==> config.mk <==
export PLATFORM = sky130hd
export DESIGN_NAME = gwlp_classify
export DESIGN_NICKNAME = d
export VERILOG_FILES = /design/src/hw/rtl/gwlp_pkg.sv /design/src/hw/rtl/gwlp_classify.sv
export SDC_FILE = /design/constraint.sdc
export NUM_CORES = 1
export LEC_CHECK = 0
export BUFFER_PORTS_ARGS = -buffer_cell sky130_fd_sc_hd__buf_4
export CORE_AREA = 2 2 39 41
export DETAILED_ROUTE_END_ITERATION = 12
export DIE_AREA = 0 0 41 43
export PLACE_DENSITY = 0.79
export SLEW_MARGIN = 20
export SYNTH_ARGS = -nofsm -noshare
export SYNTH_HDL_FRONTEND = slang
export SYNTH_SLANG_ARGS = --single-unit
==> constraint.sdc <==
create_clock -name vclk -period 4.36
set_clock_uncertainty 0.2 [all_clocks]
set_input_delay 0.436 -clock vclk [all_inputs]
set_output_delay 0.436 -clock vclk [all_outputs]
set_load 0.01 [all_outputs]
==> src/hw/rtl/gwlp_pkg.sv <==
// Shared types, constants and helper functions for the G-code word line parser.
// Used by every module of the block; depends on nothing else.
`default_nettype none

package gwlp_pkg;

    // Line limits
    localparam logic [4:0] MAX_WORDS       = 5'd16;
    localparam logic [3:0] MAX_FRAC_DIGITS = 4'd9;
    localparam logic [46:0] MANT_MAX       = {47{1'b1}};

    // Queue sizes
    localparam int IQ_DEPTH = 4;
    localparam int IQ_AW    = $clog2(IQ_DEPTH);
    localparam int IQ_CW    = $clog2(IQ_DEPTH + 1);
    localparam int OQ_DEPTH = 4;
    localparam int OQ_AW    = $clog2(OQ_DEPTH);
    localparam int OQ_CW    = $clog2(OQ_DEPTH + 1);

    // Character codes
    localparam logic [7:0] CH_NUL   = 8'h00;
    localparam logic [7:0] CH_NL    = 8'h0A;
    localparam logic [7:0] CH_SPACE = 8'h20;
    localparam logic [7:0] CH_STAR  = 8'h2A;
    localparam logic [7:0] CH_MINUS = 8'h2D;
    localparam logic [7:0] CH_DOT   = 8'h2E;
    localparam logic [7:0] CH_ZERO  = 8'h30;
    localparam logic [7:0] CH_NINE  = 8'h39;
    localparam logic [7:0] CH_SEMI  = 8'h3B;
    localparam logic [7:0] CH_UA    = 8'h41;
    localparam logic [7:0] CH_UB    = 8'h42;
    localparam logic [7:0] CH_UF    = 8'h46;
    localparam logic [7:0] CH_UL    = 8'h4C;
    localparam logic [7:0] CH_UP    = 8'h50;
    localparam logic [7:0] CH_UT    = 8'h54;
    localparam logic [7:0] CH_UZ    = 8'h5A;
    localparam logic [7:0] CH_LA    = 8'h61;
    localparam logic [7:0] CH_LF    = 8'h66;

    // Result status codes
    typedef enum logic [2:0] {
        ST_WORD    = 3'd0,
        ST_OK      = 3'd1,
        ST_BADCHAR = 3'd2,
        ST_BADNUM  = 3'd3,
        ST_CRC     = 3'd4
    } status_t;

    // Classified input byte
    typedef struct packed {
        logic [7:0] data;
        logic       last;
        logic       is_digit;
        logic [3:0] digit;
        logic       hex_ok;
        logic [3:0] hex;
        logic       is_space;
        logic       is_upper;
        logic       is_star;
        logic       is_minus;
        logic       is_dot;
        logic       is_term;
        logic       is_frac_letter;
    } cls_t;

    // One result item
    typedef struct packed {
        status_t            status;
        logic [7:0]         letter;
        logic               is_frac;
        logic signed [31:0] int_value;
        logic signed [47:0] mantissa;
        logic [3:0]         frac_digits;
        logic [4:0]         word_count;
        logic               last;
    } res_t;

    // Up to two results caused by one byte
    typedef struct packed {
        logic [1:0] count;
        res_t       r0;
        res_t       r1;
    } res_pair_t;

    // Finished word result
    function automatic res_t mk_word(input logic [7:0] ltr, input logic frac,
                                     input logic neg, input logic [31:0] iacc,
                                     input logic [46:0] macc, input logic [3:0] fc);
        res_t        r;
        logic [47:0] m;
        r = '0;
        m = {1'b0, macc};
        r.status = ST_WORD;
        r.letter = ltr;
        if (frac)
        begin
            r.is_frac     = 1'b1;
            r.mantissa    = neg ? (48'd0 - m) : m;
            r.frac_digits = fc;
        end
        else
        begin
            r.int_value = neg ? (32'd0 - iacc) : iacc;
        end
        return r;
    endfunction

    function automatic res_t mk_ok(input logic [4:0] wc);
        res_t r;
        r = '0;
        r.status     = ST_OK;
        r.word_count = wc;
        return r;
    endfunction

    function automatic res_t mk_fail(input status_t s);
        res_t r;
        r = '0;
        r.status = s;
        return r;
    endfunction

    // Append one decimal digit to the mantissa magnitude, saturating
    function automatic logic [46:0] mant_step(input logic [46:0] acc, input logic [3:0] d);
        logic [50:0] w;
        w = {1'b0, acc, 3'b000} + {3'b000, acc, 1'b0} + {47'd0, d};
        return (w > {4'd0, MANT_MAX}) ? MANT_MAX : w[46:0];
    endfunction

    // Append one decimal digit to the integer, wrapping
    function automatic logic [31:0] int_step(input logic [31:0] acc, input logic [3:0] d);
        return {acc[28:0], 3'b000} + {acc[30:0], 1'b0} + {28'd0, d};
    endfunction

endpackage

`default_nettype wire

==> src/hw/rtl/gwlp_classify.sv <==
// Front-end byte classifier: tags each line byte with its character class.
// Depends on gwlp_pkg.
`default_nettype none

module gwlp_classify
    import gwlp_pkg::*;
(
    input  wire logic [7:0] line_byte,
    input  wire logic       buffer_end,
    output cls_t            cls
);

    logic is_lhex;
    logic is_uhex;

    // Decode character classes
    always_comb
    begin
        cls          = '0;
        cls.data     = line_byte;
        cls.last     = buffer_end;
        cls.is_digit = (line_byte >= CH_ZERO) && (line_byte <= CH_NINE);
        cls.digit    = line_byte[3:0];
        is_lhex      = (line_byte >= CH_LA) && (line_byte <= CH_LF);
        is_uhex      = (line_byte >= CH_UA) && (line_byte <= CH_UF);
        cls.hex_ok   = cls.is_digit || is_lhex || is_uhex;
        // letters a-f / A-F have low nibble 1..6, value is that plus nine
        cls.hex      = cls.is_digit ? line_byte[3:0] : (line_byte[3:0] + 4'd9);
        cls.is_space = (line_byte == CH_SPACE);
        cls.is_upper = (line_byte >= CH_UA) && (line_byte <= CH_UZ);
        cls.is_star  = (line_byte == CH_STAR);
        cls.is_minus = (line_byte == CH_MINUS);
        cls.is_dot   = (line_byte == CH_DOT);
        cls.is_term  = (line_byte == CH_NUL) || (line_byte == CH_SEMI) || (line_byte == CH_NL);
        cls.is_frac_letter = (line_byte == CH_UA) || (line_byte == CH_UB) ||
                             (line_byte == CH_UP) || (line_byte == CH_UL) ||
                             (line_byte == CH_UF) || (line_byte == CH_UT);
    end

endmodule

`default_nettype wire

# Yosys cells after proc, flatten, opt, wreduce, memory -nomap -nowiden

Cells that the tools add are included.

Bits of input ports: 9
Flip-flop bits (word level): 0

Reduce and logical (&&, ||, !) cells: 14
Add/subtract/negate cells: 1
$lt $le $gt $ge: 7
Mux-type cells: 1
Equality and inequality tests: 12

Operators with widths:

| operator                                                          | number |
|---|---|
| equality test 8 x 7 -> 1 bit, second input constant               | 6 |
| equality test 8 x 6 -> 1 bit, second input constant               | 5 |
| less-or-equal comparator 8 x 7 -> 1 bit, second input constant    | 3 |
| greater-or-equal comparator 8 x 7 -> 1 bit, second input constant | 2 |
| logical OR 1 bit                                                  | 9 |
| equality test 8 x 4 -> 1 bit, second input constant               | 1 |
| greater-or-equal comparator 8 x 6 -> 1 bit, second input constant | 1 |
| less-or-equal comparator 8 x 6 -> 1 bit, second input constant    | 1 |
| zero test 8 bit                                                   | 1 |
| adder 4 bit, second input constant                                | 1 |
| logical AND 1 bit                                                 | 4 |
| 2-to-1 mux 4 bit                                                  | 1 |

# Longest topological paths before layout

Depth after elaboration: 6
Mapped depth: 6
Mapped depth without buffers: 6

# Least setup slack after synthesis

OpenSTA, ideal clock, no wires.

Path type: input to output
Start point: input line_byte[1]
End point: output cls[11] (netlist bit)
Required time: 3724 ps
Data arrival time: 1632 ps
Stages on the path: 5
Setup slack: 2092 ps
Cell sequence: inv_1 > ha_1 > or4b_1 > o211ai_1 > o311ai_0

RTL lines:

| what        | RTL line            | source |
|---|---|---|
| from (decl) | gwlp_classify.sv:8  | `input wire logic [7:0] line_byte,` |
| to (decl)   | gwlp_classify.sv:10 | `output cls_t cls` |

==> run_results.csv <==
group,metric,value,unit
run_status,status,"complete, no violations",
synthesis,ys_seq_area_frac,0,
final_layout,final-seq-area,0,um^2
power_and_ir_drop,ir_drop,0.00003726,V
min_path,worstHoldStart,"buffer_end",
min_path,hp-class,"in2out",
setup_path,worstPathRequired,3.72,ns
setup_path,cp.arrival,2.00,ns
placement,gp_congestion,0.7849,
clock_network,cts_resized,0,
synthesis,syn_nets,81,
global_route,gr-total-overflow,0,
floorplan,dieArea,0.001763,mm^2
floorplan,fp.coreArea,0.001384,mm^2
global_route,grt_pass1_wl,1918,um
global_route,antenna_found_initial,0,
clock_network,cts_setup_buffers,0,
drt,antenna_left,0,
final_layout,drive_gt1_frac,0.4524,
setup_path,crit_path_end_kind,"output port",
setup_path,start_kind,"input port",
timing,hold_viol,0,
placement,dp_hpwl,970,um
final_layout,finalNetCount,100,
placement,io_buffers,33,
global_route,track_usage,0.1429,
timing,finalSetupViolations,0,
setup_path,critical_path.max_fanout,10,
synthesis,syn_area,505.5,um^2
final_layout,area_growth_syn_to_layout,27.97,%
timing,finalCriticalPeriod,2.631,ns
timing,rsz0062_at_grt,"false",
timing,setup_tns,0,ns
floorplan,die_h,43,um
drt,drt_wl_total,1247,um
timing,fmax,380.0,MHz
run,drv_cap,0,
min_path,timing.hold.worst_path_depth,0,
power_and_ir_drop,p_leak,0.3363,nW
final_layout,final_core_util,0.4675,
drt,first_pass_iters,4,
final_layout,diodes,0,
timing,relSlewSlack,0.8008,
drt,drc,0,
drt,vias_per_cell,5.580,
drt,vias,558,
floorplan,die_w,41,um
timing,min_period_over_period,0.6035,
global_route,first_global_vias,449,
timing,worst_pin_slew,0.2950,ns
drt,wl_per_cell,12.47,um
synthesis,yosysWarnings,0,
floorplan,initial_core_util,0.3653,
floorplan,boundaryPins,35,
synthesis,synthCells,67,
synthesis,yosysUniqueCellTypes,33,
floorplan,rows,14,
clock_network,holdBufCountCts,0,
timing,drv_slew,0,
final_layout,seq_cells,0,
drt,drtIter0Drc,8,
power_and_ir_drop,p_per_area,85.49,mW/mm^2
final_layout,nClkBuffers,0,
global_route,grt_max_degree,18,
synthesis,syn_avg_cell_area,7.545,um^2
min_path,min_to,"cls[17]",
setup_path,critPathKind,"in2out",
==> placed cells by master, fill, tap and decap left out, drive strengths merged, types with 2 or more instances in the layout <==
cell type	count
and3b	3
nand2	2
buf	33
nor2	3
ha	5
o21ai	2
nand4	2
inv	3
and3	3
a31oi	2
a21oi	4
nand2b	2
a21o	2
==> routing by layer <==
| metal | track usage | wire length [um] |
|---|---|---|
| met1 | 0.2089 | 529 |
| met2 | 0.2375 | 591 |
| met3 | 0.005236 | 125 |
| met4 | 0 | 0 |
| met5 | 0 | 0 |
==> cell type report <==
type / count / area (um^2)
fillers: 135 / 737.0
inverters: 3 / 11.26
multi-input cells: 48 / 367.9
well taps: 16 / 20.02
repair buffers: 33 / 247.7
==> cells in the mapped netlist <==
cell type | count | share of area
and3b_1 | 3 | 0.052
nor2_1 | 3 | 0.022
a21o_2 | 1 | 0.017
a21oi_1 | 4 | 0.040
o21bai_1 | 1 | 0.015
and3_1 | 3 | 0.037
nand4_1 | 2 | 0.025
or2_2 | 1 | 0.012
a2111o_1 | 1 | 0.022
nand2_1 | 2 | 0.015
o2bb2ai_1 | 1 | 0.017
o21ai_0 | 2 | 0.020
mux2_2 | 1 | 0.022
xnor2_1 | 1 | 0.017
and2b_2 | 1 | 0.017
nand2b_1 | 2 | 0.025
or4b_1 | 1 | 0.020
buf_4 | 15 | 0.22
nor3b_1 | 1 | 0.015
nor3_1 | 1 | 0.0099
inv_1 | 3 | 0.022
mux2i_1 | 1 | 0.020
a21o_1 | 1 | 0.015
a2111oi_2 | 1 | 0.030
nand4bb_1 | 1 | 0.022
nand3_1 | 1 | 0.0099
o211ai_1 | 1 | 0.015
or3_1 | 1 | 0.012
clkbuf_8 | 1 | 0.027
a31oi_1 | 2 | 0.025
o311ai_0 | 1 | 0.017
ha_1 | 5 | 0.12
nor4b_1 | 1 | 0.017
==> worst max-delay path by stage <==
stage	startpoint	end	slack, ns	cells past startpoint
after detailed placement	line_byte[1]	cls[11]	1.74	7
after floorplan	line_byte[1]	cls[11]	2.09	5
final	line_byte[1]	cls[11]	1.73	7
after global routing	line_byte[1]	cls[11]	1.65	7
after CTS	line_byte[1]	cls[11]	1.75	7
after global placement	line_byte[1]	cls[11]	1.82	7
==> per-stage QoR <==
step	instance area [um^2]	total power [mW]	cells	worst slack, ns	hold WS, ns
after floorplan	505.5	0.03582	67	2.092	0.7015
after detailed placement	646.9	0.05523	100	1.740	0.6722
after CTS	646.9	0.05532	100	1.745	0.6722
after global routing	646.9	0.06050	100	1.648	0.6721
final	646.9	0.05530	100	1.729	0.6721
after global placement	646.9	0.05406	100	1.816	0.6722
==> worst max-delay path, stage by stage <==
cell and delay (ns):
buf_4 0.14, inv_1 0.09, ha_1 0.24, or4b_1 0.55, o211ai_1 0.23, o311ai_0 0.14, buf_4 0.17
==> logic make-up (layout without fill, tap and decap cells) <==
family / count (synthesis) / in the layout / synth area share
xor+xnor: 1 / 1 / 0.01733
simple gates: 24 / 24 / 0.3119
mux: 2 / 2 / 0.04208
compound gates: 16 / 16 / 0.2327
fa+ha+maj: 5 / 5 / 0.1238
buf+inv: 19 / 36 / 0.2723
==> report_power, final <==
group / internal (mW) / leakage [nW] / switching [mW]
Combinational: 0.0270 / 0.336 / 0.0283
Sequential: 0 / 0 / 0
Clock: 0 / 0 / 0
Total: 0.0270 / 0.336 / 0.0283
Power figures use the tool's default switching activity.
