### src/hw/rtl/gwlp_pkg.sv
// Shared types, constants and helper functions for the G-code word line parser.
// Used by every module of the block; depends on nothing else.
`default_nettype none

package gwlp_pkg;

    // Line limits
    localparam logic [4:0] MAX_WORDS       = 5'd16;
    localparam logic [3:0] MAX_FRAC_DIGITS = 4'd9;
    localparam logic [46:0] MANT_MAX       = {47{1'b1}};

    // Queue sizes
    localparam int IQ_DEPTH = 4;
    localparam int IQ_AW    = $clog2(IQ_DEPTH);
    localparam int IQ_CW    = $clog2(IQ_DEPTH + 1);
    localparam int OQ_DEPTH = 4;
    localparam int OQ_AW    = $clog2(OQ_DEPTH);
    localparam int OQ_CW    = $clog2(OQ_DEPTH + 1);

    // Character codes
    localparam logic [7:0] CH_NUL   = 8'h00;
    localparam logic [7:0] CH_NL    = 8'h0A;
    localparam logic [7:0] CH_SPACE = 8'h20;
    localparam logic [7:0] CH_STAR  = 8'h2A;
    localparam logic [7:0] CH_MINUS = 8'h2D;
    localparam logic [7:0] CH_DOT   = 8'h2E;
    localparam logic [7:0] CH_ZERO  = 8'h30;
    localparam logic [7:0] CH_NINE  = 8'h39;
    localparam logic [7:0] CH_SEMI  = 8'h3B;
    localparam logic [7:0] CH_UA    = 8'h41;
    localparam logic [7:0] CH_UB    = 8'h42;
    localparam logic [7:0] CH_UF    = 8'h46;
    localparam logic [7:0] CH_UL    = 8'h4C;
    localparam logic [7:0] CH_UP    = 8'h50;
    localparam logic [7:0] CH_UT    = 8'h54;
    localparam logic [7:0] CH_UZ    = 8'h5A;
    localparam logic [7:0] CH_LA    = 8'h61;
    localparam logic [7:0] CH_LF    = 8'h66;

    // Result status codes
    typedef enum logic [2:0] {
        ST_WORD    = 3'd0,
        ST_OK      = 3'd1,
        ST_BADCHAR = 3'd2,
        ST_BADNUM  = 3'd3,
        ST_CRC     = 3'd4
    } status_t;

    // Classified input byte
    typedef struct packed {
        logic [7:0] data;
        logic       last;
        logic       is_digit;
        logic [3:0] digit;
        logic       hex_ok;
        logic [3:0] hex;
        logic       is_space;
        logic       is_upper;
        logic       is_star;
        logic       is_minus;
        logic       is_dot;
        logic       is_term;
        logic       is_frac_letter;
    } cls_t;

    // One result item
    typedef struct packed {
        status_t            status;
        logic [7:0]         letter;
        logic               is_frac;
        logic signed [31:0] int_value;
        logic signed [47:0] mantissa;
        logic [3:0]         frac_digits;
        logic [4:0]         word_count;
        logic               last;
    } res_t;

    // Up to two results caused by one byte
    typedef struct packed {
        logic [1:0] count;
        res_t       r0;
        res_t       r1;
    } res_pair_t;

    // Finished word result
    function automatic res_t mk_word(input logic [7:0] ltr, input logic frac,
                                     input logic neg, input logic [31:0] iacc,
                                     input logic [46:0] macc, input logic [3:0] fc);
        res_t        r;
        logic [47:0] m;
        r = '0;
        m = {1'b0, macc};
        r.status = ST_WORD;
        r.letter = ltr;
        if (frac)
        begin
            r.is_frac     = 1'b1;
            r.mantissa    = neg ? (48'd0 - m) : m;
            r.frac_digits = fc;
        end
        else
        begin
            r.int_value = neg ? (32'd0 - iacc) : iacc;
        end
        return r;
    endfunction

    function automatic res_t mk_ok(input logic [4:0] wc);
        res_t r;
        r = '0;
        r.status     = ST_OK;
        r.word_count = wc;
        return r;
    endfunction

    function automatic res_t mk_fail(input status_t s);
        res_t r;
        r = '0;
        r.status = s;
        return r;
    endfunction

    // Append one decimal digit to the mantissa magnitude, saturating
    function automatic logic [46:0] mant_step(input logic [46:0] acc, input logic [3:0] d);
        logic [50:0] w;
        w = {1'b0, acc, 3'b000} + {3'b000, acc, 1'b0} + {47'd0, d};
        return (w > {4'd0, MANT_MAX}) ? MANT_MAX : w[46:0];
    endfunction

    // Append one decimal digit to the integer, wrapping
    function automatic logic [31:0] int_step(input logic [31:0] acc, input logic [3:0] d);
        return {acc[28:0], 3'b000} + {acc[30:0], 1'b0} + {28'd0, d};
    endfunction

endpackage

`default_nettype wire

### src/hw/rtl/gwlp_result_fifo.sv
// Result queue: takes up to two results per cycle from the parser core and
// hands out one per pop. Depends on gwlp_pkg.
`default_nettype none

module gwlp_result_fifo
    import gwlp_pkg::*;
(
    input  wire logic      clk,
    input  wire logic      rst_n,
    input  wire res_pair_t wr_pair,
    output logic           room2,
    output logic           empty,
    input  wire logic      pop,
    output res_t           rd_data
);

    res_t             mem_reg [OQ_DEPTH];
    logic [OQ_AW-1:0] wr_ptr_reg, wr_ptr_next;
    logic [OQ_AW-1:0] rd_ptr_reg, rd_ptr_next;
    logic [OQ_CW-1:0] count_reg, count_next;
    logic [OQ_AW-1:0] wr_ptr_1;
    logic             do_rd;

    function automatic logic [OQ_AW-1:0] ptr_inc(input logic [OQ_AW-1:0] p);
        return (p == OQ_AW'(OQ_DEPTH - 1)) ? '0 : p + 1'b1;
    endfunction

    assign empty    = (count_reg == '0);
    assign room2    = (count_reg <= OQ_CW'(OQ_DEPTH - 2));
    assign rd_data  = mem_reg[rd_ptr_reg];
    assign do_rd    = pop && !empty;
    assign wr_ptr_1 = ptr_inc(wr_ptr_reg);

    // Advance pointers and occupancy
    always_comb
    begin
        case (wr_pair.count)
            2'd1:    wr_ptr_next = wr_ptr_1;
            2'd2:    wr_ptr_next = ptr_inc(wr_ptr_1);
            default: wr_ptr_next = wr_ptr_reg;
        endcase
        rd_ptr_next = do_rd ? ptr_inc(rd_ptr_reg) : rd_ptr_reg;
        count_next  = count_reg + OQ_CW'(wr_pair.count) - OQ_CW'(do_rd);
    end

    always_ff @(posedge clk or negedge rst_n)
    begin
        if (!rst_n)
        begin
            wr_ptr_reg <= '0;
            rd_ptr_reg <= '0;
            count_reg  <= '0;
        end
        else
        begin
            wr_ptr_reg <= wr_ptr_next;
            rd_ptr_reg <= rd_ptr_next;
            count_reg  <= count_next;
        end
    end

    // Store the new results in order
    always_ff @(posedge clk)
    begin
        if (wr_pair.count != 2'd0)
        begin
            mem_reg[wr_ptr_reg] <= wr_pair.r0;
        end
        if (wr_pair.count == 2'd2)
        begin
            mem_reg[wr_ptr_1] <= wr_pair.r1;
        end
    end

endmodule

`default_nettype wire

### config.mk
export PLATFORM = sky130hd
export DESIGN_NAME = gwlp_result_fifo
export DESIGN_NICKNAME = d
export VERILOG_FILES = /design/src/hw/rtl/gwlp_pkg.sv /design/src/hw/rtl/gwlp_result_fifo.sv
export SDC_FILE = /design/constraint.sdc
export NUM_CORES = 1
export LEC_CHECK = 0
export ABC_AREA = 1
export BUFFER_PORTS_ARGS = -buffer_cell sky130_fd_sc_hd__buf_2
export CAP_MARGIN = 0
export CORE_ASPECT_RATIO = 1.5
export CORE_MARGIN = 10
export CORE_UTILIZATION = 25
export DETAILED_ROUTE_END_ITERATION = 8
export GPL_ROUTABILITY_DRIVEN = 0
export GPL_TIMING_DRIVEN = 1
export SETUP_SLACK_MARGIN = 0.4
export SKIP_LAST_GASP = 1
export SYNTH_ARGS = -nofsm -noshare
export SYNTH_HDL_FRONTEND = slang
export SYNTH_SLANG_ARGS = --single-unit
export TNS_END_PERCENT = 5
### constraint.sdc
create_clock -name clk -period 9.7 [get_ports clk]
set_clock_uncertainty 0.15 [all_clocks]
set_input_delay 0.485 -clock clk [delete_from_list [all_inputs] [get_ports clk]]
set_output_delay 0.485 -clock clk [all_outputs]
set_load 0.05 [all_outputs]
==> Word-level counts from Yosys, hierarchy flattened <==
Memories as Yosys holds them, arrays and structs flattened.
Index checks and enable logic that the tools add are counted.
{ "word_totals": {"ff_bits": 7, "mem_bits_rw": 408, "in_bits": 209, "out_inout_bits": 104, "wordCells": 28, "mem_count": 1} }
{ "op_classes": {"add_sub_neg": 5, "n_lt_le_gt_ge": 1, "eq_ne": 5, "n_mux": 8, "reduce_logical": 5} }
{ "memory_table": {"columns": ["memory", "words", "word_bits", "rd", "rd_ports_with_merged_regs", "write_ports", "line", "source"], "rows": [
  ["mem_reg", 4, 102, 1, 0, 2, "gwlp_result_fifo.sv:17", "res_t mem_reg [OQ_DEPTH];"]
]} }
{ "op_table": {"columns": ["op", "n"], "rows": [
  ["$eq A2 B2 Y1 const B", 4],
  ["$add A2 B1 Y2 const B", 3],
  ["$mux W2", 3],
  ["$mux W1", 4],
  ["$pmux W2 S2", 1],
  ["$reduce_bool A2 Y1", 2],
  ["$add A3 B2 Y3", 1],
  ["$le A3 B2 Y1 const B", 1],
  ["$logic_not A3 Y1", 1],
  ["$sub A3 B1 Y3", 1],
  ["$eq A2 B1 Y1 const B", 1],
  ["$logic_and A1 B1 Y1", 1],
  ["$logic_not A1 Y1", 1]
]} }

==> Longest topological paths before layout <==
{ "depth": {"ltp_word": 5, "mapped_depth": 11, "ltp_nobuf": 11} }

==> Least setup slack after synthesis <==
OpenSTA, ideal clock, no wires.
{ "synth_timing": {"path_kind": "input -> register", "start": "in wr_pair[204] (netlist name)", "end": "mem mem_reg[2][0] (netlist name), enable pin", "t_arrival_ns": 7.896, "t_required_ns": 8.846, "path_slack_ns": 0.951, "path_stages": 3, "cell_sequence": "inv_1 -> ha_1 -> o21ai_0"} }
{ "synth_rtl": {"columns": ["item", "line", "source"], "rows": [
  ["from (decl)", "gwlp_result_fifo.sv:10", "input wire res_pair_t wr_pair,"],
  ["to (decl)", "gwlp_result_fifo.sv:17", null]
]} }

==> impl_metrics.toml <==
[outcome]
outcome = "finished clean"

[pwr]
combinationalPowerShare_pct = 44.3
intPower_mw = 4.52
seqPwrFrac_pct = 35.2
power_mw = 8.43
cellLeakagePower_nw = 10.9
switching_share_pct = 46.4
clkPwrFrac_pct = 20.5
p_switching_mw = 3.91
vdd_drop_max_v = 0.000258
power.density_mw_per_mm2 = 340

[floorplan]
coreArea_mm2 = 0.0826
io-pin-count = 313
start_util_pct = 25.2
die_w_um = 256
rows = 129
die_h_um = 373
die_area_mm2 = 0.0955

[global_routing]
grt_max_degree = 229
grt-ovfl-total = 0
grt_antenna_before_repair = 12
grt_pass1_wl_um = 91800
grt_usage_pct = 12.3
grt_pass1_vias = 15700

[sta]
slew-limit-headroom_pct = 24.3
tightest_slew_ns = 1.14
timing.fmax_mhz = 254
timing.final.hold_violations = 0
tns_ns = 0
maxSlewViolCount = 0
rsz0062_at_grt = "false"
fin_crit_sh_pct = 40.5
period_minus_slack_ns = 3.93
setup_violations = 0

[placed_design]
dp.final_hpwl_um = 37200
dpl-instance-area_mm2 = 0.0233
io_buffer_count = 312

[critical_path]
slowest_stage = "buf_4"
cp_common_cell = "buf_4"
startpoint_type = "primary input"
path_cells = "dlygate4sd3_1 > buf_2 > inv_1 > ha_1 > nand2_4 > o21ai_4 > buf_4 > buf_4"
cp-endpoint = "mem_reg[3][85]$_DFFE_PP_"
crit_fanout = 54
r2r_slack_ns = 6.23
arrival_ns = 3.97
cp-startpoint = "wr_pair[204]"
cp_slowest_stage_delay_ns = 0.84
r2r-end = "mem_reg[2][21]$_DFFE_PP_"
r2r_start = "wr_ptr_reg[1]$_DFFE_PN0P_"
cp-end-kind = "register"
cp.required_ns = 9.74
criticalPathCategory = "primary input to register"
ff2ff_path_depth = 6

[worst_hold_path]
hold_class = "primary input to register"
whs_path_depth = 3

[clock_tree]
cts-buffers-inserted = 44
cts_sinks = 415
clkLatencyLatePin_ns = 0.57
cts-root-buf = "clkbuf_16"
path_clk_slew_ns = 0.07
cts_tree = "done"
cts-htree-levels = 2
clk_path_buf_depth = 3
post_cts_buffers = 0

[synthesis]
synth.avg_cell_area_um2 = 9.18
ys_ff_latch = 415
syn-instance-count = 2269
synth.distinct_cells = 17
synth_seq_area_share_pct = 59.7
yosysWarnings = 0
synth_nets = 2492
mappedNetlistArea_mm2 = 0.0208

[finish]
layout.nets = 2716
final_layout_size_suffix_gt1_share_pct = 16.1
area_delta_synth_final_pct = 19.0
final_cell_mix = "nand2_1, o21ai_0, edfxtp_1, inv_1, buf_2"
final_area_mm2 = 0.0248
fin_util_pct = 30.0
largest_reg_flops = 408
final_common_cell = "nand2_1"

[job]
cap_violations = 0

[detailed_routing]
post-route-drc-count = 0
avgRoutedWirePerCell_um = 16.5
wl_met1_um = 24600
vias_per_cell = 4.44
drtIter0Drc = 1029
dr_wl_met2_um = 30300
top_layer = "met5"
first_pass_iters = 6
vias = 16200
met3_length_um = 3530
routed_wl_um = 60200
antenna_left = 0
power groups by stage:
| stage | Combinational (mW) | Sequential [mW] | Clock, mW |
|---|---|---|---|
| after floorplan | 2.81 | 3.08 | 0 |
| after global placement | 3.79 | 3.00 | 0 |
| after detailed placement | 3.82 | 3.01 | 0 |
| after CTS | 3.83 | 2.98 | 1.78 |
| after global routing | 4.09 | 3.03 | 1.84 |
| final | 3.74 | 2.97 | 1.73 |
what timing repair did:
item | 4_1_cts | 5_1_grt
hold buffers | 2 | 0
endpoints found under the hold margin | 8 | 0
resized for setup | 0 | 0
area by class of cell:
class                      instances  area [um^2]
antenna                            6         15.0
clock buffer                      55         1160
clock inverter                    25          274
fill                            8703        57900
inverter                         323         1210
multi-input combinational       1375         6540
sequential                       415        12400
tap                             1113         1390
timing repair buffer             334         1740
metrics by stage:
| step | instances | hold slack [ns] | setup slack (ns) |
|---|---|---|---|
| 3_3_place_gp | 3558 | 0.208 | 5.74 |
| 2_1_floorplan | 2269 | 0.0394 | 0.951 |
| 4_1_cts | 3640 | 0.0298 | 5.72 |
| 3_5_place_dp | 3558 | 0.211 | 5.65 |
| 5_1_grt | 3645 | 0.0580 | 5.52 |
| 6_report | 3646 | 0.0826 | 5.77 |
layer usage:
| layer | track usage (%) | vias to the layer above |
|---|---|---|
| met4 | 4.57 | 8 |
| met3 | 2.45 | 94 |
| li1 | - | 8073 |
| met2 | 21.9 | 440 |
| met1 | 14.2 | 7559 |
| met5 | 0 | - |
cell usage after synthesis (all sizes together):
cell type / number / share of area, %
inv: 323 / 5.8
ha: 13 / 0.78
xnor2: 2 / 0.084
a21oi: 104 / 2.5
nor2: 5 / 0.090
nand2: 630 / 11
nand3: 2 / 0.048
a21boi: 1 / 0.036
buf: 97 / 2.4
o21ai: 515 / 12
o211ai: 102 / 3.7
dfrtp: 7 / 0.84
clkbuf: 59 / 1.1
fa: 1 / 0.096
edfxtp: 408 / 59
worst min path at each step:
| stage | end | startpoint |
|---|---|---|
| after CTS | mem_reg[2][24]$_DFFE_PP_ | wr_pair[126] |
| after floorplan | count_reg[0]$_DFF_PN0_ | rst_n |
| after global routing | mem_reg[1][19]$_DFFE_PP_ | wr_pair[121] |
| final | mem_reg[2][24]$_DFFE_PP_ | wr_pair[126] |
| after detailed placement | count_reg[0]$_DFF_PN0_ | rst_n |
| after global placement | count_reg[0]$_DFF_PN0_ | rst_n |
worst max-delay path: cells and delay by family:
kind	cells	cell delay, ns
AOI/OAI and AO/OA	1	0.15
adders and majority gates	1	0.53
buffers and inverters	5	2.28
and+or+nand+nor	1	0.43
logic make-up after synthesis:
group	Yosys count	share of synthesized area (%)
flip-flops	415	59.7
XOR/XNOR	2	0.0841
AO/OA/AOI/OAI	722	18.6
adder cells (fa/ha/maj)	14	0.877
AND/OR/NAND/NOR	637	11.5
buffers and inverters	479	9.28
Note: power is estimated with default switching activity, not from simulation.
