==> src/hw/rtl/gwlp_pkg.sv <==
// Shared types, constants and helper functions for the G-code word line parser.
// Used by every module of the block; depends on nothing else.
`default_nettype none

package gwlp_pkg;

    // Line limits
    localparam logic [4:0] MAX_WORDS       = 5'd16;
    localparam logic [3:0] MAX_FRAC_DIGITS = 4'd9;
    localparam logic [46:0] MANT_MAX       = {47{1'b1}};

    // Queue sizes
    localparam int IQ_DEPTH = 4;
    localparam int IQ_AW    = $clog2(IQ_DEPTH);
    localparam int IQ_CW    = $clog2(IQ_DEPTH + 1);
    localparam int OQ_DEPTH = 4;
    localparam int OQ_AW    = $clog2(OQ_DEPTH);
    localparam int OQ_CW    = $clog2(OQ_DEPTH + 1);

    // Character codes
    localparam logic [7:0] CH_NUL   = 8'h00;
    localparam logic [7:0] CH_NL    = 8'h0A;
    localparam logic [7:0] CH_SPACE = 8'h20;
    localparam logic [7:0] CH_STAR  = 8'h2A;
    localparam logic [7:0] CH_MINUS = 8'h2D;
    localparam logic [7:0] CH_DOT   = 8'h2E;
    localparam logic [7:0] CH_ZERO  = 8'h30;
    localparam logic [7:0] CH_NINE  = 8'h39;
    localparam logic [7:0] CH_SEMI  = 8'h3B;
    localparam logic [7:0] CH_UA    = 8'h41;
    localparam logic [7:0] CH_UB    = 8'h42;
    localparam logic [7:0] CH_UF    = 8'h46;
    localparam logic [7:0] CH_UL    = 8'h4C;
    localparam logic [7:0] CH_UP    = 8'h50;
    localparam logic [7:0] CH_UT    = 8'h54;
    localparam logic [7:0] CH_UZ    = 8'h5A;
    localparam logic [7:0] CH_LA    = 8'h61;
    localparam logic [7:0] CH_LF    = 8'h66;

    // Result status codes
    typedef enum logic [2:0] {
        ST_WORD    = 3'd0,
        ST_OK      = 3'd1,
        ST_BADCHAR = 3'd2,
        ST_BADNUM  = 3'd3,
        ST_CRC     = 3'd4
    } status_t;

    // Classified input byte
    typedef struct packed {
        logic [7:0] data;
        logic       last;
        logic       is_digit;
        logic [3:0] digit;
        logic       hex_ok;
        logic [3:0] hex;
        logic       is_space;
        logic       is_upper;
        logic       is_star;
        logic       is_minus;
        logic       is_dot;
        logic       is_term;
        logic       is_frac_letter;
    } cls_t;

    // One result item
    typedef struct packed {
        status_t            status;
        logic [7:0]         letter;
        logic               is_frac;
        logic signed [31:0] int_value;
        logic signed [47:0] mantissa;
        logic [3:0]         frac_digits;
        logic [4:0]         word_count;
        logic               last;
    } res_t;

    // Up to two results caused by one byte
    typedef struct packed {
        logic [1:0] count;
        res_t       r0;
        res_t       r1;
    } res_pair_t;

    // Finished word result
    function automatic res_t mk_word(input logic [7:0] ltr, input logic frac,
                                     input logic neg, input logic [31:0] iacc,
                                     input logic [46:0] macc, input logic [3:0] fc);
        res_t        r;
        logic [47:0] m;
        r = '0;
        m = {1'b0, macc};
        r.status = ST_WORD;
        r.letter = ltr;
        if (frac)
        begin
            r.is_frac     = 1'b1;
            r.mantissa    = neg ? (48'd0 - m) : m;
            r.frac_digits = fc;
        end
        else
        begin
            r.int_value = neg ? (32'd0 - iacc) : iacc;
        end
        return r;
    endfunction

    function automatic res_t mk_ok(input logic [4:0] wc);
        res_t r;
        r = '0;
        r.status     = ST_OK;
        r.word_count = wc;
        return r;
    endfunction

    function automatic res_t mk_fail(input status_t s);
        res_t r;
        r = '0;
        r.status = s;
        return r;
    endfunction

    // Append one decimal digit to the mantissa magnitude, saturating
    function automatic logic [46:0] mant_step(input logic [46:0] acc, input logic [3:0] d);
        logic [50:0] w;
        w = {1'b0, acc, 3'b000} + {3'b000, acc, 1'b0} + {47'd0, d};
        return (w > {4'd0, MANT_MAX}) ? MANT_MAX : w[46:0];
    endfunction

    // Append one decimal digit to the integer, wrapping
    function automatic logic [31:0] int_step(input logic [31:0] acc, input logic [3:0] d);
        return {acc[28:0], 3'b000} + {acc[30:0], 1'b0} + {28'd0, d};
    endfunction

endpackage

`default_nettype wire

==> src/hw/rtl/gwlp_byte_queue.sv <==
// Short queue of classified bytes between the front end and the parser core.
// Depends on gwlp_pkg.
`default_nettype none

module gwlp_byte_queue
    import gwlp_pkg::*;
(
    input  wire logic clk,
    input  wire logic rst_n,
    input  wire logic wr_en,
    input  wire cls_t wr_data,
    output logic      full,
    output logic      rd_valid,
    input  wire logic rd_en,
    output cls_t      rd_data
);

    cls_t             mem_reg [IQ_DEPTH];
    logic [IQ_AW-1:0] wr_ptr_reg, wr_ptr_next;
    logic [IQ_AW-1:0] rd_ptr_reg, rd_ptr_next;
    logic [IQ_CW-1:0] count_reg, count_next;
    logic             do_wr;
    logic             do_rd;

    function automatic logic [IQ_AW-1:0] ptr_inc(input logic [IQ_AW-1:0] p);
        return (p == IQ_AW'(IQ_DEPTH - 1)) ? '0 : p + 1'b1;
    endfunction

    assign full     = (count_reg == IQ_CW'(IQ_DEPTH));
    assign rd_valid = (count_reg != '0);
    assign rd_data  = mem_reg[rd_ptr_reg];
    assign do_wr    = wr_en && !full;
    assign do_rd    = rd_en && rd_valid;

    // Advance pointers and occupancy
    always_comb
    begin
        wr_ptr_next = do_wr ? ptr_inc(wr_ptr_reg) : wr_ptr_reg;
        rd_ptr_next = do_rd ? ptr_inc(rd_ptr_reg) : rd_ptr_reg;
        count_next  = count_reg;
        if (do_wr && !do_rd)
        begin
            count_next = count_reg + 1'b1;
        end
        else if (!do_wr && do_rd)
        begin
            count_next = count_reg - 1'b1;
        end
    end

    always_ff @(posedge clk or negedge rst_n)
    begin
        if (!rst_n)
        begin
            wr_ptr_reg <= '0;
            rd_ptr_reg <= '0;
            count_reg  <= '0;
        end
        else
        begin
            wr_ptr_reg <= wr_ptr_next;
            rd_ptr_reg <= rd_ptr_next;
            count_reg  <= count_next;
        end
    end

    // Store the incoming item
    always_ff @(posedge clk)
    begin
        if (do_wr)
        begin
            mem_reg[wr_ptr_reg] <= wr_data;
        end
    end

endmodule

`default_nettype wire

==> config.mk <==
export PLATFORM = sky130hd
export DESIGN_NAME = gwlp_byte_queue
export DESIGN_NICKNAME = d
export VERILOG_FILES = /design/src/hw/rtl/gwlp_pkg.sv /design/src/hw/rtl/gwlp_byte_queue.sv
export SDC_FILE = /design/constraint.sdc
export NUM_CORES = 1
export LEC_CHECK = 0
export ABC_AREA = 1
export BUFFER_PORTS_ARGS = -buffer_cell sky130_fd_sc_hd__buf_2
export CORE_MARGIN = 8
export CORE_UTILIZATION = 52
export DETAILED_ROUTE_END_ITERATION = 16
export PLACE_DENSITY = 0.85
export SLEW_MARGIN = 15
export SYNTH_ARGS = -nofsm -noshare
export SYNTH_HDL_FRONTEND = slang
export SYNTH_SLANG_ARGS = --single-unit
==> constraint.sdc <==
create_clock -name clk -period 2.2 [get_ports clk]
set_input_delay 0 -clock clk [delete_from_list [all_inputs] [get_ports clk]]
set_output_delay 0 -clock clk [all_outputs]
set_load 0.01 [all_outputs]
Yosys cells after proc, flatten, opt, wreduce, memory -nomap -nowiden

Memories as Yosys holds them, arrays and structs flattened.
Index checks and enable logic that the tools add are counted.

Memory bits (writable): 104
Output and inout bits: 28
Logic and storage cells: 26
Flip-flop bits (word level): 7
Memories: 1
Bits of input ports: 30

Equality and inequality tests: 3
Multiplexer cells: 6
Add/sub/neg operators: 4
Reductions and logical operators: 9

Memory list:

| memory  | words | width | read ports | clocked after memory_dff | write ports | line                  | source |
|---|---|---|---|---|---|---|---|
| mem_reg | 4     | 26    | 1          | 0                        | 1           | gwlp_byte_queue.sv:18 | `cls_t mem_reg [IQ_DEPTH];` |

Operators by type and width:

| operator                                                            | count |
|---|---|
| 3-bit two-way mux                                                   | 2 |
| 2-bit by 1-bit adder with 2-bit output (second input constant)      | 2 |
| 2-bit equality test (second input constant)                         | 2 |
| 1-bit logical AND                                                   | 4 |
| 2-bit two-way mux                                                   | 2 |
| 3-bit by 1-bit adder with 3-bit output (second input constant)      | 1 |
| 3-bit equality test (second input constant)                         | 1 |
| 1-bit logical NOT                                                   | 3 |
| 3-bit nonzero test                                                  | 1 |
| 3-bit by 1-bit subtractor with 3-bit output (second input constant) | 1 |
| 1-bit two-way mux                                                   | 2 |
| 2-bit nonzero test                                                  | 1 |

Longest topological paths before layout

Gate-level depths: netlist of the first run.

Depth after elaboration: 7
Gate-level depth with buffers: 12
Mapped depth without buffers: 12

Worst setup path before layout of the first run

OpenSTA, ideal clock, no wires.

Path kind: reg2reg
Start point: register count_reg[0]
End point: memory mem_reg[0][0] (netlist name) (enable)
Setup time: 0.409 ns
Arrival time: 1.834 ns
Clock period less this slack: 2.242 ns
Data required time: 1.791 ns
Slack: -0.042 ns
Buffers on the path: 0
Cell stages (with the launch flop): 5
Path through: dfrtp_1 inv_1 nand3_1 nand2_1 nor2_1

Cells in the longest elaborated chain, start to end: 5

RTL lines:

| item                                    | line                  | source |
|---|---|---|
| start: declaration                      | gwlp_byte_queue.sv:21 | `logic [IQ_CW-1:0] count_reg, count_next;` |
| start signal: assignment                | gwlp_byte_queue.sv:63 | `count_reg <= count_next;` |
| 3-bit equality test                     | gwlp_byte_queue.sv:29 | `assign full = (count_reg == IQ_CW'(IQ_DEPTH));` |
| 1-bit logical NOT                       | gwlp_byte_queue.sv:32 | `assign do_wr = wr_en && !full;` |
| 1-bit logical AND                       | gwlp_byte_queue.sv:32 |  |
| 1-bit two-way mux                       | gwlp_byte_queue.sv:70 | `if (do_wr)` |
| 1-bit two-way mux (not written as such) | gwlp_byte_queue.sv:72 | `mem_reg[wr_ptr_reg] <= wr_data;` |
| end: declaration                        | gwlp_byte_queue.sv:18 |  |

Every way passes these cells.

==> results of run 1 <==
cells in the mapped netlist, types with 6 or more instances:
master      n
nor2_1      6
o211ai_1   32
nand3_1     7
ha_1        6
edfxtp_1  104
dfrtp_1     7
nand2_1    93
o211ai_2   20
buf_6       8
buf_2       8
inv_1      66
worst max path at each step:
stage                                   start                        to  slack [ps]  cells past startpoint
floorplan            count_reg[0]$_DFFE_PN0P_   mem_reg[0][0]$_DFFE_PP_         -40                      4
global placement     count_reg[1]$_DFFE_PN0P_  count_reg[1]$_DFFE_PN0P_         520                      9
detailed placement   count_reg[0]$_DFFE_PN0P_  count_reg[2]$_DFFE_PN0P_         380                     10
CTS                 rd_ptr_reg[0]$_DFFE_PN0P_               rd_data[19]         240                      5
global route        rd_ptr_reg[0]$_DFFE_PN0P_               rd_data[19]         120                      5
finish              rd_ptr_reg[0]$_DFFE_PN0P_               rd_data[19]         260                      5
routing by layer:
layer / share of wire / vias up
met2: 0.53 / 74
met1: 0.41 / 1358
li1: - / 1421
met4: 0.020 / 0
met3: 0.041 / 14
met5: 0 / -
power by group:
part	leakage, nW	internal, mW	switching [mW]
clock network	0.0766	0.421	0.671
registers	1.04	2.79	0.297
logic	1.20	1.01	1.57
total	2.31	4.22	2.54
final cells by class:
| class | instances | area share |
|---|---|---|
| Sequential cell | 111 | 0.5875 |
| Multi-Input combinational cell | 168 | 0.1854 |
| Timing Repair Buffer | 98 | 0.1278 |
| Inverter | 67 | 0.04475 |
| Tap cell | 108 | 0.02404 |
| Clock buffer | 11 | 0.02337 |
| Clock inverter | 5 | 0.007124 |
cell families (layout without fill, tap and decap cells):
group                      count (synthesis)  in the layout
DFF                                      111            111
and+or+nand+nor                          107            107
buffers and inverters                     84            181
AOI/OAI and AO/OA                         53             53
adders and majority gates                  7              7
xor gates and xnor gates                   1              1
worst max-delay path, delay by kind of cell (launching register included):
| family | cells | cell delay (ps) |
|---|---|---|
| AO/OA/AOI/OAI | 1 | 90 |
| buffers and inverters | 2 | 460 |
| flip-flops | 1 | 830 |
| AND/OR/NAND/NOR | 2 | 180 |
repair_timing:
action                                 4_1_cts  5_1_grt
setup buffers                                0        0
hold buffers                                30        0
setup endpoints to repair                    0        0
endpoints found under the hold margin      115        0
==> impl_results.md, run 1 <==
- Status: complete, no violations
- Flops & latches, synth: 111
- Final core utilization: 0.6413
- Synth Area in Simple Gates: 0.08786
- Global Route met2 Usage: 0.2715
- R2R cell count: 10
- Fin crit share: 0.8825
- Reg area: 3302 um2
- Setup repair after global routing missed its margin: false
- Syn Inst Count: roughly 360
- Post-synthesis xor/xnor area fraction: 0.001864
- Multiplexer area fraction after synthesis: 0
- Syn nets: 400
- Worst min path class: in2reg
- Hold_sp: wr_data[8]
- Register area share after synthesis: 0.7018
- Peak fanout along the critical path: 54
- Pwr dens: 1203 nW/um2
- Die width: about 110 um
- Starting Density: 0.5363
- CTS tree: yes
- Vias per cell: 5.048
- Number of max-cap violations: 0
- Worst slew margin: 0.5982
- Slew Limit Fails: 0
- Largest register FFs: 104
- Area Overhead vs Synth: 19.60%
- Largest net degree at the start of global routing: 55
- CP peak stage delay: just over 800 ps
- GP Congestion: approximately 0.8
- WHS Endpoint: mem_reg[1][8]$_DFFE_PP_
- Average size of a mapped cell: between 10 and 15 um2
- Vias: about 2.9k
- Worst Skew: 10.60 ps
- Reg2reg setup slack: 360 ps
- Post-route DRC: 0
- Commonest non-fill, non-tap cell in the layout: edfxtp_1
- WHS Path Cells: 2
- Max Root-Sink Buffers: 2
- Clock Latency Late Sink: ~370 ps
- First-pass GRT wire length: around 15,000 um
- Top cell type's share of synthesized area: 0.6645
- Leak pwr: 2.313 nW
- Synth top area cells: edfxtp_1 (66%), nand2_1 (7.4%), o211ai_2 (5.3%)
- Footprint of the multi-input gates: 1042 um2
- Initial antenna violation count: 0
- GR met3 Demand/Resource: 0.03355
- Worst EP arrival: 1940 ps
- Die footprint: 12,340 um2
- Crit-path cells: buf_4 > nand2_1 > o211ai_1 > nand2_1 > buf_2
- Post-layout min period: 1941 ps
- Final Hold Vio Count: 0
- Adder-cell area share of the yosys netlist: 0.02023
- Worst setup EP type: output port
- Core region area: 8763 um2
- DRT iter0 DRCs: approximately 160
- Setup tns final: 0 ps
- Startpoint types: flip-flop
- GRT busiest layer: met2
- CTS resizes: 0
- Main combinational cell family by area after synthesis: compound AO/OA/AOI/OAI gates
- Filler instances: 636
- Most frequent cells in the layout: edfxtp_1 (104), nand2_1 (93), inv_1 (66), buf_2 (57), o211ai_1 (32)
- Synth area leader: edfxtp_1
- DP Worst Slack: 377.6 ps
- Peak VDD IR: 0.0006490 V
- Tot GR Track Use: 0.1522
- Finished Layout Cells: 568
- DRT antenna net count: 0
- Reg2reg end: count_reg[2]$_DFFE_PN0P_
- Setup Viol. Count Final: 0
- Post-Synthesis Cell Area: approximately 4700 um2
- Async S/R FF share, synth: 0.06306
- Complex-gate fraction of the synthesized area: 0.1054
- PortBufs: 57
- Remaining global-route overflow: 0
- Number of buffers created by CTS: 9
- Distinct cell type count after synthesis: 17
- I/O Pins: 58
- Actual slew at the worst max-slew pin: 602.6 ps
- TritonCTS Sinks: ~110
- Tot Pwr: 6.759 mW
- Dpl cells: 522
- Fmax: 515.1 MHz
- Setup CP Type: reg2out
- CTS Root Cell: clkbuf_8
- Main synth FF type: edfxtp_1
- Hold Slack: 370.6 ps
- Vias in the first global route: 2,998
- Proportion of layout cells with a drive suffix above 1: 0.2348
- Placed Instance Area: 5149 um2
- Worst-path clk slew: roughly 100 ps
- Most used cell, CP: nand2_1
- Final instance area: 5620 um2
- EDFF count, synth: between 100 and 150
- Worst path required time: 2200 ps
- TritonRoute pass-1 iters: 5
- Ant diodes: 0
- CP max-delay cell: dfrtp_4
- HPWL after DPL: around 5900 um
- Average wire per standard cell: between 15 and 20 um
- Worst Setup Slack, final: 258.5 ps
- Rows: 34
- Layout Nets: 492
- Syn. warnings: 0
- Reg2reg start: count_reg[0]$_DFFE_PN0P_
- H-tree lvl count: 3
- Met1 Usage GRT: 0.1667
- Final wirelength: 9144 um
- Die outline height: 111.1 um
Note: power is estimated with default switching activity, not from simulation.
==> run 2, diff against run 1 <==
--- a/config.mk
+++ b/config.mk
@@ -5,10 +5,10 @@
 export SDC_FILE = /design/constraint.sdc
 export NUM_CORES = 1
 export LEC_CHECK = 0
-export ABC_AREA = 1
+export ABC_AREA = 0
 export BUFFER_PORTS_ARGS = -buffer_cell sky130_fd_sc_hd__buf_2
 export CORE_MARGIN = 8
-export CORE_UTILIZATION = 52
+export CORE_UTILIZATION = 51
 export DETAILED_ROUTE_END_ITERATION = 16
 export PLACE_DENSITY = 0.85
 export SLEW_MARGIN = 15
==> constraint.sdc (replaced) <==
create_clock -name clk -period 2.2 [get_ports clk]
set_input_delay 0 -clock clk [delete_from_list [all_inputs] [get_ports clk]]
set_output_delay 0 -clock clk [all_outputs]
set_load 0.1 [all_outputs]
==> run 2 against run 1 <==
Effect of this change: sequential share of layout area grew 1.5 points; via count shrank 30%; global-route usage shrank 1.5 points.
==> impl_results.md, run 2 <==
- Status: complete, no violations
- Synth Area in Simple Gates: 0.02054
- Complex-gate fraction of the synthesized area: 0
- Vias per cell: 5.214
- Worst EP arrival: about 2400 ps
- Die outline height: 107.4 um
- Filler instances: 543
- Worst path required time: 2490 ps
- Initial antenna violation count: 0
- Syn Inst Count: 173
- Post-Synthesis Cell Area: 4264 um2
- Final Hold Vio Count: 0
- Crit-path cells: or3_4 > nand2_4 > ha_2 > inv_2 > fa_1 > xor2_1 > nor2_1 > xor2_1
- Layout Nets: 314
- Synth top area cells: edfxtp_1 (73%), mux4_2 (9.5%), mux4_1 (4.9%)
- DRT antenna net count: 0
- Async S/R FF share, synth: 0.06306
- Max Root-Sink Buffers: 2
- First-pass GRT wire length: 11,870 um
- Multiplexer area fraction after synthesis: 0.1593
- EDFF count, synth: 104
- Flops & latches, synth: 111
- Number of max-cap violations: 0
- Average size of a mapped cell: ~25 um2
- Synth cell count leaders: edfxtp_1 (104), mux4_2 (18), mux4_1 (8), dfrtp_1 (7), ha_1 (6)
- Setup repair after global routing missed its margin: false
- Worst Skew: roughly 10 ps
- Worst path buffer plus inverter count: 1
- Worst slew margin: 0.6713
- Startpoint types: flip-flop
- Register area share after synthesis: 0.7735
- DRT iter0 DRCs: 44
- Setup Viol. Count Final: 0
- Worst setup EP type: flip-flop
- Top cell type's share of synthesized area: 0.7324
- Slew Limit Fails: 0
- Fmax: roughly 480 MHz
- Largest register FFs: between 100 and 150
- Most used cell, CP: xor2_1
- Commonest non-fill, non-tap cell in the layout: edfxtp_1
- Placed Instance Area: between 4000 and 5000 um2
- WHS Endpoint: wr_ptr_reg[1]$_DFFE_PN0P_
- WHS Path Cells: 3
- TritonCTS Sinks: 111
- CTS tree: yes
- Synth area leader: edfxtp_1
- Vias: 2,018
- Die footprint: 11,540 um2
- Distinct cell type count after synthesis: 21
- PortBufs: 57
- CP delay by family, top: simple AND/OR/NAND/NOR gates
- Vias in the first global route: 2,273
- Fin crit share: 0.9374
- Ant diodes: 0
- Largest net degree at the start of global routing: 27
- Core region area: between 8000 and 9000 um2
- Rows: 33
- Die width: 107.4 um
- Top-count cell post-synth: edfxtp_1
- Remaining global-route overflow: 0
- Post-synthesis xor/xnor area fraction: 0.006162
- Hold_sp: wr_en
- Main synth FF type: edfxtp_1
- Syn nets: 210
- Final instance area: 5475 um2
- Proportion of layout cells with a drive suffix above 1: 0.4220
- Reg2reg start: count_reg[1]$_DFFE_PN0P_
- Starting Density: 0.5216
- Worst-path clk slew: 100 ps
- Number of buffers created by CTS: 9
- Final wirelength: 7473 um
- Post-layout min period: 2062 ps
- H-tree lvl count: 3
- R2R cell count: 8
- Most frequent cells in the layout: edfxtp_1 (104), buf_2 (39), dlygate4sd3_1 (29), buf_12 (19), mux4_2 (18)
- GP Congestion: about 0.65
- Actual slew at the worst max-slew pin: between 400 and 500 ps
- Clock Latency Late Sink: 370 ps
- CP peak stage delay: between 400 and 500 ps
- Reg2reg setup slack: 140 ps
- CTS Root Cell: clkbuf_8
- Average wire per standard cell: 19.31 um
- I/O Pins: 58
- CP max-delay cell: dfrtp_2
- Tot GR Track Use: 0.1370
- Main combinational cell family by area after synthesis: multiplexers
- Reg2reg end: count_reg[2]$_DFFE_PN0P_
- Worst min path class: in2reg
- Setup CP Type: reg2reg
- Peak fanout along the critical path: 3
- TritonRoute pass-1 iters: 4
- HPWL after DPL: about 4800 um
- Adder-cell area share of the yosys netlist: 0.02230
- Post-route DRC: 0
- Syn. warnings: 0
- Area Overhead vs Synth: 28.40%
-- run 2: changes by cell type after synthesis, sizes merged, moves of 7 or more --
cell / before / now
buf: 17 / 6
inv: 67 / 3
mux4: 0 / 26
nand2: 93 / 2
nand3: 7 / 0
o211ai: 52 / 0
-- run 2: worst register-to-register path, cell delays in order, from the launching register on --
cell and delay (ps):
dfrtp_2 420, or3_4 400, nand2_4 100, ha_2 200, inv_2 40, fa_1 360, xor2_1 170, nor2_1 130
xor2_1 160
-- run 2: final cells by class --
| class | count | area (um2) | share of cell area |
|---|---|---|---|
| well taps | 105 | 131.4 | 0.02399 |
| multi-input cells | 53 | 902.1 | 0.1648 |
| repair buffers | 99 | 955.9 | 0.1746 |
| inverters | 3 | 11.26 | 0.002057 |
| flip-flops and latches | 111 | 3301 | 0.6028 |
| clock buffers | 11 | 131.4 | 0.02399 |
| clock inverters | 5 | 42.54 | 0.007770 |
-- run 2: cell families (layout without fill, tap and decap cells) --
group	Yosys count	count (layout)
DFF	111	111
and+or+nand+nor	12	12
muxes	31	31
xor gates and xnor gates	3	3
adders and majority gates	7	7
buffers and inverters	9	118
-- run 2: what timing repair did --
| action | 4_1_cts | 5_1_grt |
|---|---|---|
| hold buffers | 29 | 0 |
| hold endpoints to repair | 113 | 0 |
| setup buffers | 0 | 2 |
| endpoints found under the setup margin | 0 | 1 |
| gates resized for setup | 0 | 1 |
-- run 2: routing by layer --
metal	part of all wire	vias to the layer above	GRT usage
li1	-	928	-
met1	0.42	1032	0.1631
met2	0.51	46	0.2273
met3	0.049	12	0.04251
met4	0.017	0	0.05550
met5	0	-	0
-- run 2: worst max-delay path by stage --
stage	startpoint	slack, ps	depth (start not counted)	endpoint
2_1_floorplan	count_reg[1]$_DFFE_PN0P_	-350	6	count_reg[1]$_DFFE_PN0P_
3_3_place_gp	count_reg[1]$_DFFE_PN0P_	170	8	count_reg[2]$_DFFE_PN0P_
3_5_place_dp	count_reg[1]$_DFFE_PN0P_	100	8	count_reg[2]$_DFFE_PN0P_
4_1_cts	count_reg[1]$_DFFE_PN0P_	70	8	count_reg[2]$_DFFE_PN0P_
5_1_grt	count_reg[2]$_DFFE_PN0P_	30	8	count_reg[2]$_DFFE_PN0P_
6_report	count_reg[1]$_DFFE_PN0P_	140	8	count_reg[2]$_DFFE_PN0P_
-- run 2: stage by stage --
| step | setup slack (ps) | util | hold slack [ps] | instances | TNS, ps |
|---|---|---|---|---|---|
| after floorplan | -348.5 | - | -295.6 | 173 | -6573 |
| after global placement | 168.0 | 0.6110 | -158.7 | 340 | 0 |
| after detailed placement | 96.35 | 0.6110 | -153.7 | 340 | 0 |
| after CTS | 70.02 | 0.6677 | 171.6 | 385 | 0 |
| after global routing | 25.34 | 0.6697 | 180.0 | 387 | 0 |
| final | 137.8 | 0.6697 | 172.5 | 387 | 0 |
Power of run 2 is not shown: default switching activity piles up to over one toggle a cycle in this logic, so the estimate is an artifact.
==> run 3, diff against run 2 <==
--- a/config.mk
+++ b/config.mk
@@ -7,10 +7,12 @@
 export LEC_CHECK = 0
 export ABC_AREA = 0
 export BUFFER_PORTS_ARGS = -buffer_cell sky130_fd_sc_hd__buf_2
+export CAP_MARGIN = 40
 export CORE_MARGIN = 8
 export CORE_UTILIZATION = 51
 export DETAILED_ROUTE_END_ITERATION = 16
 export PLACE_DENSITY = 0.85
+export RECOVER_POWER = 25
 export SLEW_MARGIN = 15
 export SYNTH_ARGS = -nofsm -noshare
 export SYNTH_HDL_FRONTEND = slang
==> run 3 against run 2 <==
Effect of this change: cell count unchanged; sequential share of layout area up 0.25 points; flip-flop and latch count is the same; global-route usage did not move; clock skew fell by 1.1 ps.
==> impl_results.md, run 3 (synthesis results as in run 2) <==
- TritonRoute pass-1 iters: 4
- Tot GR Track Use: 0.1370
- Proportion of layout cells with a drive suffix above 1: 0.3582
- Post-route DRC: 0
- Vias in the first global route: approximately 2.3k
- Largest net degree at the start of global routing: 27
- Die footprint: approximately 12,000 um2
- Starting Density: 0.5216
- Number of max-cap violations: 0
- Footprint of the multi-input gates: between 900 and 1000 um2
- Actual slew at the worst max-slew pin: 495.6 ps
- Worst setup EP type: flip-flop
- Final core utilization: 0.6670
- CP Launch Point: count_reg[1]$_DFFE_PN0P_
- TritonCTS Sinks: 111
- Setup CP Type: reg2reg
- Initial antenna violation count: 0
- DRT antenna net count: 0
- Worst EP arrival: 2340 ps
- Reg2reg end: count_reg[2]$_DFFE_PN0P_
- Area Overhead vs Synth: 27.88%
- Filler instances: around 550
- Max Root-Sink Buffers: 2
- DRT iter0 DRCs: 54
- Layout Nets: 314
- HPWL after DPL: 4814 um
- Rows: 33
- Reg area: 3301 um2
- Hold_sp: wr_en
- Fin crit share: 0.9334
- Fmax: 487.0 MHz
- I/O Pins: 58
- WHS Endpoint: wr_ptr_reg[1]$_DFFE_PN0P_
- PortBufs: 57
- Vias per cell: 5.189
- R2R cell count: 8
- Slew Limit Fails: 0
- H-tree lvl count: 3
- Die width: 107.4 um
- Worst slew margin: 0.6719
- Setup Viol. Count Final: 0
- Core region area: 8175 um2
- Most frequent cells in the layout: edfxtp_1 (104), dlygate4sd3_1 (29), buf_2 (21), clkbuf_1 (20), buf_12 (19)
- CTS tree: yes
- Status: complete, no violations
- GP Congestion: 0.6537
- Worst path required time: between 2000 and 2500 ps
- Number of buffers created by CTS: 9
- Final wirelength: 7435 um
- Final Hold Vio Count: 0
- Commonest non-fill, non-tap cell in the layout: edfxtp_1
- Ant diodes: 0
- WHS Path Cells: 3
- Clock Latency Late Sink: 370 ps
- Peak fanout along the critical path: 3
- Reg2reg start: count_reg[1]$_DFFE_PN0P_
- Startpoint types: flip-flop
- Remaining global-route overflow: 0
- Setup tns final: 0 ps
- Worst min path class: in2reg
- Reg2reg setup slack: about 150 ps
- Largest register FFs: 104
- Setup repair after global routing missed its margin: false
- CTS Root Cell: clkbuf_8
- Average wire per standard cell: 19.21 um
- Post-layout min period: 2054 ps
- Vias: 2,008
- Worst-path clk slew: 90 ps
- Die outline height: 107.4 um
- Worst Skew: ~9.4 ps
- First-pass GRT wire length: 11,870 um
## run 3: cell count changes in the layout (fill, tap and decap cells not counted), sizes merged
| cell | change |
|---|---|
| buf | -18 |
| clkbuf | +18 |
## run 3: worst max path at each step
stage	end	cells past startpoint
global placement	count_reg[2]$_DFFE_PN0P_	8
detailed placement	count_reg[2]$_DFFE_PN0P_	8
floorplan	count_reg[1]$_DFFE_PN0P_	6
global route	count_reg[2]$_DFFE_PN0P_	8
finish	count_reg[2]$_DFFE_PN0P_	8
CTS	count_reg[2]$_DFFE_PN0P_	8
## run 3: worst max-delay path, cell delays in order (launching register included)
cell and delay [ps]:
dfrtp_2 420, or3_4 390, nand2_4 100, ha_2 200
inv_2 40, fa_1 360, xor2_1 170, nor2_1 130
xor2_1 160
## run 3: cell type report
class,instances,share of cell area
Sequential cell,111,0.6053
Multi-Input combinational cell,53,0.1654
Timing Repair Buffer,99,0.1712
Clock buffer,11,0.02409
Tap cell,105,0.02409
Clock inverter,5,0.007802
Inverter,3,0.002065
## run 3: per-stage QoR
stage / setup slack, ps / hold slack [ps] / area, um2 / instances
after global routing: 25.34 / 180.0 / 5453 / 387
final: 146.5 / 175.7 / 5453 / 387
after detailed placement: 96.35 / -153.7 / 4995 / 340
after CTS: 70.02 / 171.6 / 5459 / 385
after floorplan: -348.5 / -295.6 / 4270 / 173
after global placement: 168.0 / -158.7 / 4995 / 340
## run 3: metal layers
metal | track usage | share of wire
met1 | 0.1631 | 0.42
met2 | 0.2273 | 0.51
met3 | 0.04251 | 0.051
met4 | 0.05550 | 0.018
met5 | 0 | 0
## run 3: timing repair
item | CTS | global route
buffers inserted | 0 | 2
endpoints found under the hold margin | 113 | 0
resized for setup | 0 | 1
hold buffers | 29 | 0
endpoints found under the setup margin | 0 | 1
Power of run 3 is left out for the same reason.
